**src/hw/rtl/sti_pkg.sv**
```systemverilog
// Shared constants, types and codes for the sorted table interpolator.
// Used by the interface, the cell, the divider and the top level.
`default_nettype none
package sti_pkg;
  localparam int TableDepth = 16;
  localparam int CountW = $clog2(TableDepth + 1);
  localparam int IdxW = (TableDepth > 1) ? $clog2(TableDepth) : 1;
  localparam int AngleW = 15;
  localparam int WeightW = 16;
  localparam int NumW = 32;
  localparam int DenW = AngleW + WeightW;
  localparam int DivW = NumW + 15;

  typedef enum logic [1:0] {
    OP_CLEAR  = 2'd0,
    OP_INSERT = 2'd1,
    OP_SAMPLE = 2'd2,
    OP_NONE   = 2'd3
  } op_t;

  typedef enum logic [1:0] {
    ST_OK    = 2'd0,
    ST_EMPTY = 2'd1,
    ST_FULL  = 2'd2,
    ST_ZERO  = 2'd3
  } status_t;

  typedef enum logic [2:0] {
    S_IDLE,
    S_FIND,
    S_MUL,
    S_DIV,
    S_OUT
  } state_t;

  // Broadcast from the controller to every cell.
  typedef struct packed {
    logic               clear;
    logic               insert;
    logic [AngleW-1:0]  angle;
    logic [WeightW-1:0] weight;
  } cell_ctl_t;

  // One point as stored in a cell.
  typedef struct packed {
    logic [AngleW-1:0]  angle;
    logic [WeightW-1:0] weight;
  } point_t;
endpackage
`default_nettype wire

```
**src/hw/rtl/sti_if.sv**
```systemverilog
// Valid/ready channel interface for the interpolator items.
// Depends on sti_pkg.
`default_nettype none
interface sti_in_if import sti_pkg::*; ();
  logic               valid;
  logic               ready;
  logic [1:0]         operation;
  logic signed [15:0] angle_in;
  logic [15:0]        weight_in;
  modport source(output valid, operation, angle_in, weight_in, input ready);
  modport sink(input valid, operation, angle_in, weight_in, output ready);
endinterface

interface sti_out_if ();
  logic        valid;
  logic        ready;
  logic [15:0] weight_out;
  logic [1:0]  status;
  modport source(output valid, weight_out, status, input ready);
  modport sink(input valid, weight_out, status, output ready);
endinterface
`default_nettype wire

```
**src/hw/rtl/sti_cell.sv**
```systemverilog
// One table cell: holds a point and a valid bit, shifts on insert.
// Depends on sti_pkg.
`default_nettype none
module sti_cell import sti_pkg::*; (
  input  wire logic      clk,
  input  wire logic      rst,
  input  wire cell_ctl_t ctl,
  input  wire logic      left_valid,
  input  wire logic      left_goes,
  input  wire point_t    left_point,
  output logic           valid,
  output logic           goes,
  output point_t         point
);
  // goes: new point belongs at or before this cell (sorted order).
  always_comb begin
    goes = !valid || (point.angle > ctl.angle) ||
           (point.angle == ctl.angle && point.weight > ctl.weight);
  end

  // Left neighbor shifting too: take its point; otherwise this is the slot.
  always_ff @(posedge clk) begin
    if (rst || ctl.clear) begin
      valid <= 1'b0;
    end else if (ctl.insert && goes) begin
      valid <= valid || left_valid;
      if (left_goes && left_valid) begin
        point <= left_point;
      end else begin
        point <= '{angle: ctl.angle, weight: ctl.weight};
      end
    end
  end
endmodule
`default_nettype wire

```
**src/hw/rtl/sti_div.sv**
```systemverilog
// Restoring divider, one quotient bit per cycle.
// Depends on sti_pkg.
`default_nettype none
module sti_div import sti_pkg::*; (
  input  wire logic            clk,
  input  wire logic            rst,
  input  wire logic            start,
  input  wire logic [DivW-1:0] num,
  input  wire logic [DenW-1:0] den,
  output logic                 done,
  output logic [DivW-1:0]      quo
);
  localparam int CntW = $clog2(DivW + 1);
  logic [DenW:0]   rem;
  logic [DenW-1:0] dreg;
  logic [CntW-1:0] cnt;
  logic            busy;
  logic [DenW:0]   trial;

  always_comb trial = {rem[DenW-1:0], quo[DivW-1]};

  always_ff @(posedge clk) begin
    done <= 1'b0;
    if (rst) begin
      busy <= 1'b0;
    end else if (start) begin
      busy <= 1'b1;
      rem  <= '0;
      quo  <= num;
      dreg <= den;
      cnt  <= CntW'(DivW);
    end else if (busy) begin
      if (trial >= {1'b0, dreg}) begin
        rem <= trial - {1'b0, dreg};
        quo <= {quo[DivW-2:0], 1'b1};
      end else begin
        rem <= trial;
        quo <= {quo[DivW-2:0], 1'b0};
      end
      cnt <= cnt - 1'b1;
      if (cnt == CntW'(1)) begin
        busy <= 1'b0;
        done <= 1'b1;
      end
    end
  end
endmodule
`default_nettype wire

```
**src/hw/rtl/sorted_table_interpolator_core.sv**
```systemverilog
// Top level: sorted angle/weight table with linear interpolation.
// Depends on sti_pkg, sti_if, sti_cell, sti_div.
//
//  channel | dir | payload
//  in_ch   | in  | operation, angle_in, weight_in
//  out_ch  | out | weight_out, status
//
// Clear, insert, no-op and early-status samples: the cell row shifts at the
// accept edge, then the core passes through S_OUT and raises the result.
// A full sample: the S_FIND scan over the stored cells, the S_MUL multiply,
// the divider load, the restoring divide, taking the quotient and raising
// the result in S_OUT.
// One item is in work at a time; the result register holds while out_ch
// stalls and the next item is taken once it is free.
// Reset (rst, synchronous) empties the table; no clearing pass.
`default_nettype none
module sorted_table_interpolator_core import sti_pkg::*; (
  input wire logic clk,
  input wire logic rst,
  sti_in_if.sink   in_ch,
  sti_out_if.source out_ch
);
  state_t state, state_next;
  cell_ctl_t ctl;
  logic [TableDepth-1:0] cvalid, cgoes;
  point_t cpoint [TableDepth];
  logic [CountW-1:0] count;
  logic [WeightW-1:0] maxw;

  logic [AngleW-1:0] a, a_in;
  logic [IdxW-1:0] idx;
  logic [CountW-1:0] scan;
  point_t p0, p1;
  logic kind; // 1: end or single-point value, 0: interpolate
  logic [NumW-1:0] num;
  logic [DenW-1:0] den;
  logic div_start, div_done;
  logic [DivW-1:0] quo;
  logic [15:0] res;
  logic [1:0] st;
  status_t st_next;
  logic accept;

  // |angle|, most negative saturates.
  logic [15:0] mag;
  always_comb begin
    mag = in_ch.angle_in[15] ? (16'd0 - in_ch.angle_in) : in_ch.angle_in;
    a_in = mag[15] ? {AngleW{1'b1}} : mag[AngleW-1:0];
  end

  assign in_ch.ready = (state == S_IDLE) && !out_ch.valid;
  assign accept = in_ch.valid && in_ch.ready;

  always_comb begin
    ctl.clear = accept && op_t'(in_ch.operation) == OP_CLEAR;
    ctl.insert = accept && op_t'(in_ch.operation) == OP_INSERT &&
                 count < CountW'(TableDepth);
    ctl.angle = a_in;
    ctl.weight = in_ch.weight_in;
  end

  // First cell sees a left neighbor that is valid and stays put.
  for (genvar g = 0; g < TableDepth; g++) begin : g_cell
    if (g == 0) begin : g_first
      sti_cell u_cell (.clk, .rst, .ctl, .left_valid(1'b1), .left_goes(1'b0),
        .left_point(cpoint[0]), .valid(cvalid[g]), .goes(cgoes[g]),
        .point(cpoint[g]));
    end else begin : g_rest
      sti_cell u_cell (.clk, .rst, .ctl, .left_valid(cvalid[g-1]),
        .left_goes(cgoes[g-1]), .left_point(cpoint[g-1]),
        .valid(cvalid[g]), .goes(cgoes[g]), .point(cpoint[g]));
    end
  end

  sti_div u_div (.clk, .rst, .start(div_start), .num({num, 15'd0}), .den,
    .done(div_done), .quo);

  always_comb begin
    state_next = state;
    unique case (state)
      S_IDLE: if (accept) state_next = (op_t'(in_ch.operation) == OP_SAMPLE &&
                count != '0 && maxw != '0) ? S_FIND : S_OUT;
      S_FIND: if (scan == count) state_next = S_MUL;
      S_MUL:  state_next = S_DIV;
      S_DIV:  if (div_done) state_next = S_OUT;
      S_OUT:  state_next = S_IDLE;
      default: state_next = S_IDLE;
    endcase
  end

  // Status known at accept time.
  always_comb begin
    st_next = ST_OK;
    unique case (op_t'(in_ch.operation))
      OP_INSERT: if (count >= CountW'(TableDepth)) st_next = ST_FULL;
      OP_SAMPLE: if (count == '0) st_next = ST_EMPTY;
                 else if (maxw == '0) st_next = ST_ZERO;
      default: st_next = ST_OK;
    endcase
  end

  logic [AngleW-1:0] dx;
  always_comb dx = p1.angle - p0.angle;

  always_ff @(posedge clk) begin
    if (rst) begin
      state <= S_IDLE;
      count <= '0;
      maxw <= '0;
      out_ch.valid <= 1'b0;
      div_start <= 1'b0;
    end else begin
      state <= state_next;
      // Divider loads the cycle after S_MUL, once num/den are registered.
      div_start <= (state == S_MUL);
      if (state == S_OUT) out_ch.valid <= 1'b1;
      else if (out_ch.valid && out_ch.ready) out_ch.valid <= 1'b0;
      if (ctl.clear) begin
        count <= '0;
        maxw <= '0;
      end
      if (ctl.insert) begin
        count <= count + 1'b1;
        if (in_ch.weight_in > maxw) maxw <= in_ch.weight_in;
      end
    end
  end

  // Datapath; scan walks cells with one fixed compare per step.
  always_ff @(posedge clk) begin
    if (accept) begin
      a <= a_in;
      scan <= CountW'(1);
      idx <= '0;
      res <= '0;
      st <= st_next;
    end
    if (state == S_FIND && scan != count) begin
      // cell index scan is < count; advance i while x[i+1] <= a, i+1 < n-1
      if (scan + 1'b1 < count && cpoint[scan[IdxW-1:0]].angle <= a)
        idx <= scan[IdxW-1:0];
      scan <= scan + 1'b1;
    end
    if (state == S_FIND && scan == count) begin
      if (a < cpoint[0].angle) begin
        kind <= 1'b1; p0 <= cpoint[0];
      end else if (a > cpoint[IdxW'(count - 1'b1)].angle) begin
        kind <= 1'b1; p0 <= cpoint[IdxW'(count - 1'b1)];
      end else if (count == CountW'(1)) begin
        kind <= 1'b1; p0 <= cpoint[0];
      end else begin
        kind <= 1'b0; p0 <= cpoint[idx]; p1 <= cpoint[idx + 1'b1];
      end
    end
    if (state == S_MUL) begin
      if (kind || dx == '0) begin
        num <= NumW'(p0.weight);
        den <= DenW'(maxw);
      end else begin
        num <= NumW'(p0.weight) * NumW'(p1.angle - a) +
               NumW'(p1.weight) * NumW'(a - p0.angle);
        den <= DenW'(dx) * DenW'(maxw);
      end
    end
    if (state == S_DIV && div_done)
      res <= (quo > DivW'(32768)) ? 16'd32768 : quo[15:0];
  end

  assign out_ch.weight_out = res;
  assign out_ch.status = st;

  assert property (@(posedge clk) disable iff (rst) accept |=> !in_ch.ready)
    else $error("took item while busy");
  assert property (@(posedge clk) disable iff (rst)
    (out_ch.valid && !out_ch.ready) |=> out_ch.valid)
    else $error("result dropped");
  assert property (@(posedge clk) disable iff (rst) count <= CountW'(TableDepth))
    else $error("count overflow");
endmodule
`default_nettype wire

```
**src/flat_wrapper.sv**
```systemverilog
// flat-port wrapper written by rule: the top's interface ports become plain ports
module sorted_table_interpolator_core_flat import sti_pkg::*;
  (clk, rst, in_ch_valid, in_ch_operation, in_ch_angle_in, in_ch_weight_in, in_ch_ready, out_ch_valid, out_ch_weight_out, out_ch_status, out_ch_ready);
  sti_in_if in_ch_i ();
  sti_out_if out_ch_i ();
  input wire logic clk;
  input wire logic rst;
  input wire logic [$bits(in_ch_i.valid)-1:0] in_ch_valid;
  input wire logic [$bits(in_ch_i.operation)-1:0] in_ch_operation;
  input wire logic [$bits(in_ch_i.angle_in)-1:0] in_ch_angle_in;
  input wire logic [$bits(in_ch_i.weight_in)-1:0] in_ch_weight_in;
  output wire logic [$bits(in_ch_i.ready)-1:0] in_ch_ready;
  output wire logic [$bits(out_ch_i.valid)-1:0] out_ch_valid;
  output wire logic [$bits(out_ch_i.weight_out)-1:0] out_ch_weight_out;
  output wire logic [$bits(out_ch_i.status)-1:0] out_ch_status;
  input wire logic [$bits(out_ch_i.ready)-1:0] out_ch_ready;
  assign in_ch_i.valid = in_ch_valid;
  assign in_ch_i.operation = in_ch_operation;
  assign in_ch_i.angle_in = in_ch_angle_in;
  assign in_ch_i.weight_in = in_ch_weight_in;
  assign in_ch_ready = in_ch_i.ready;
  assign out_ch_valid = out_ch_i.valid;
  assign out_ch_weight_out = out_ch_i.weight_out;
  assign out_ch_status = out_ch_i.status;
  assign out_ch_i.ready = out_ch_ready;
  sorted_table_interpolator_core u_core (.clk(clk), .rst(rst), .in_ch(in_ch_i), .out_ch(out_ch_i));
endmodule
```
**config.mk**
```make
export PLATFORM = sky130hd
export DESIGN_NAME = sorted_table_interpolator_core_flat
export DESIGN_NICKNAME = d
export VERILOG_FILES = /design/src/hw/rtl/sti_pkg.sv /design/src/hw/rtl/sti_if.sv /design/src/hw/rtl/sti_cell.sv /design/src/hw/rtl/sti_div.sv /design/src/hw/rtl/sorted_table_interpolator_core.sv /design/src/flat_wrapper.sv
export SDC_FILE = /design/constraint.sdc
export NUM_CORES = 2
export LEC_CHECK = 0
export ABC_CLOCK_PERIOD_IN_PS = 11700
export CAP_MARGIN = 20
export CORE_MARGIN = 5
export CORE_UTILIZATION = 25
export DETAILED_ROUTE_END_ITERATION = 16
export DONT_BUFFER_PORTS = 1
export PLACE_DENSITY = 0.4
export SETUP_SLACK_MARGIN = 0.02
export SLEW_MARGIN = 30
export SYNTH_ARGS = -nofsm -noshare
export SYNTH_HDL_FRONTEND = slang
export SYNTH_SLANG_ARGS = --single-unit
```
**constraint.sdc**
```tcl
create_clock -name clk -period 11.7 [get_ports clk]
set_clock_uncertainty 0.15 [all_clocks]
set_input_delay 3.51 -clock clk [delete_from_list [all_inputs] [get_ports clk]]
set_output_delay 3.51 -clock clk [all_outputs]
set_load 0.02 [all_outputs]
```
==> metrics <==
Seq/Total Area, Yosys 27.2%; vias in the first global route 66542; Initial Util 25.1%; grt total ovfl 0; H-tree Lvls 3; top-count cell post-synth inv_1; Post-synth top cells inv_1, ha_1, edfxtp_1; final hold viol count 0; Nets 9382; top post-synthesis cells by area edfxtp_1, fa_1, mux4_2, ha_1, mux2_2; register bit count reported by yosys 823; routability cong. 0.872; Pre-Repair DR Iteration Count 7; Post-synth EDFFs 775; crit-path max FO 16; Hold Crit Class reg -> reg; post-CTS setup buffers 0; Synthesized Nets 9446; # hold bufs at CTS 0; WP data arrival 11.28 ns; Slew @ Worst Pin 1.08 ns; DR WL/cell 26.4 um; Hold WS 0.269 ns; startpoint types flip-flop; Setup Viol. Count Final 0; Tcrit/Tclk final 93.6%; Longest Clk Path Bufs 3; ys flop type edfxtp_1; P&R area growth vs syn 11.8%; Top Ports 58; status completed; layout cell share with drive strength beyond 1 17.2%; initial DRC count 5289; Max Slew Vio Count 0; Worst-Skew Late Latency 0.82 ns; Cells after Synth 7800; reg-to-reg startpoint u_core.a[1]; routed via count 64330; Crit-path slowest cell o31a_1; fmax 0.0913 GHz; largest net degree at the start of global routing 111; Resized cells post-CTS 0; initial antenna violation count 24; Tot GR Track Use 17.8%; Core Region 355000 um^2; Inserted Clock Buffers 106; Distinct cells, synth 77; unrepaired setup endpoints after global routing false; Clock Root Buffer clkbuf_16; largest area contributor in the netlist edfxtp_1; placed insts 12375; Setup TNS 0 ns; clock-pin slew on the worst setup and hold paths 0.06 ns; ANT nets after route 0; Crit. End Element flip-flop; Hold Path End u_core.u_div.dreg[20]; Chip Height 607 um; Chip Width 607 um; hold path depth 0; CP delay by family, top adder cells; first-pass GRT wire length 482 mm; Worst slew margin 27.4%; Synth Cell Area 89100 um^2; post-DR vias/cell 5.11; min cycle time layout 10.95 ns; Max Cap Violations 0; WL final 333 mm; CP max stage delay 0.73 ns; Bufs and invs on worst path 3; cell count of the worst reg-to-reg path 33; DR DRC count 0; reg2reg setup slack 0.75 ns; area share of the largest cell type after synthesis 26.1%; post-synthesis average cell area 11.4 um^2; HP Start u_core.den[20]; Worst Path Required 12.02 ns; Synth Warn # 0; row count 219; Die Footprint 368000 um^2; ys async rst share 0%; CP dominant cell by count fa_1; DP HPWL 256 mm; critical path class reg -> reg; reg2reg end u_core.num[29]; non-filler instance count after layout 12587; Clock Sinks 823; Port-buffer cells 0; CTS tree built
cell usage in the layout, fill, tap and decap left out, types with 154 or more instances in the layout:
cell type  netlist  routed
mux4_2         481     481
nand2_1        620     614
nor2_1         287     282
fa_1           757     757
edfxtp_1       775     775
inv_1          896     895
buf_4            8     181
and2_1         372     372
a21oi_1        299     286
ha_1           851     849
a21o_1         154     154
mux2_2         421     421
o21ai_0        219     217
worst max path at each step:
| stage | startpoint | end | slack (ns) | depth (start not counted) |
|---|---|---|---|---|
| after detailed placement | u_core.a[1] | u_core.num[29] | 0.77 | 33 |
| after global routing | u_core.a[1] | u_core.num[29] | 0.09 | 33 |
| after CTS | u_core.a[1] | u_core.num[29] | 0.69 | 33 |
| final | u_core.a[1] | u_core.num[29] | 0.75 | 33 |
| after global placement | u_core.a[1] | u_core.num[29] | 0.66 | 33 |
| after floorplan | u_core.p0[17] | u_core.num[29] | 2.01 | 35 |
flip-flops by register name, indices dropped and copies added (netlist names), 3 cells and up:
name and flops:
u_core.count 5, u_core.maxw 16, u_core.u_div.quo 47, u_core.u_div.rem 31, u_core.g_cell.g_rest.u_cell.point 465, u_core.g_cell.g_rest.u_cell.valid 15
u_core.u_div.dreg 31, u_core.u_div.cnt 6, u_core.p0 31, u_core.g_cell.g_first.u_cell.point 31, u_core.out_ch.weight_out 16, u_core.p1 31
u_core.idx 4, u_core.state 3, u_core.scan 5, u_core.a 15, u_core.den 31, u_core.num 32
layout make-up:
| type | instances | area, um^2 |
|---|---|---|
| Fill cell | 36710 | 256000 |
| Multi-Input combinational cell | 5702 | 60500 |
| Sequential cell | 823 | 24300 |
| Tap cell | 4751 | 5940 |
| Inverter | 897 | 3370 |
| Clock buffer | 139 | 2890 |
| Timing Repair Buffer | 206 | 1860 |
| Clock inverter | 62 | 768 |
| Antenna cell | 7 | 17.5 |
worst reg2reg max path, delay by kind of cell (launching register included):
family	cells	cell delay (ns)
and+or+nand+nor	6	1.23
DFF	1	0.48
xor gates and xnor gates	1	0.07
buffers and inverters	3	0.26
adders and majority gates	10	4.58
AOI/OAI and AO/OA	13	3.82
metrics by stage:
stage,cell area (um^2),utilization (%),worst slack (ns)
global placement,95700,26.9,0.665
global route,99600,28.0,0.0893
floorplan,89100,-,2.01
detailed placement,95800,27.0,0.765
finish,99600,28.0,0.746
CTS,99500,28.0,0.689
layer usage:
metal | GRT usage [%] | vias up | part of all wire (%)
li1 | - | 27865 | -
met1 | 24.6 | 33781 | 44
met2 | 28.6 | 2320 | 46
met3 | 3.04 | 360 | 6.6
met4 | 4.80 | 4 | 2.8
met5 | 0 | - | 0.0063
kinds of logic after synthesis:
kind of cell / synth area share, %
xor gates and xnor gates: 1.47
muxes: 18.6
adders and majority gates: 29.0
DFF: 27.2
and+or+nand+nor: 10.4
AOI/OAI and AO/OA: 7.92
buffers and inverters: 5.42
Power is not shown: default switching activity piles up to over one toggle a cycle in this logic, so the estimate is an artifact.
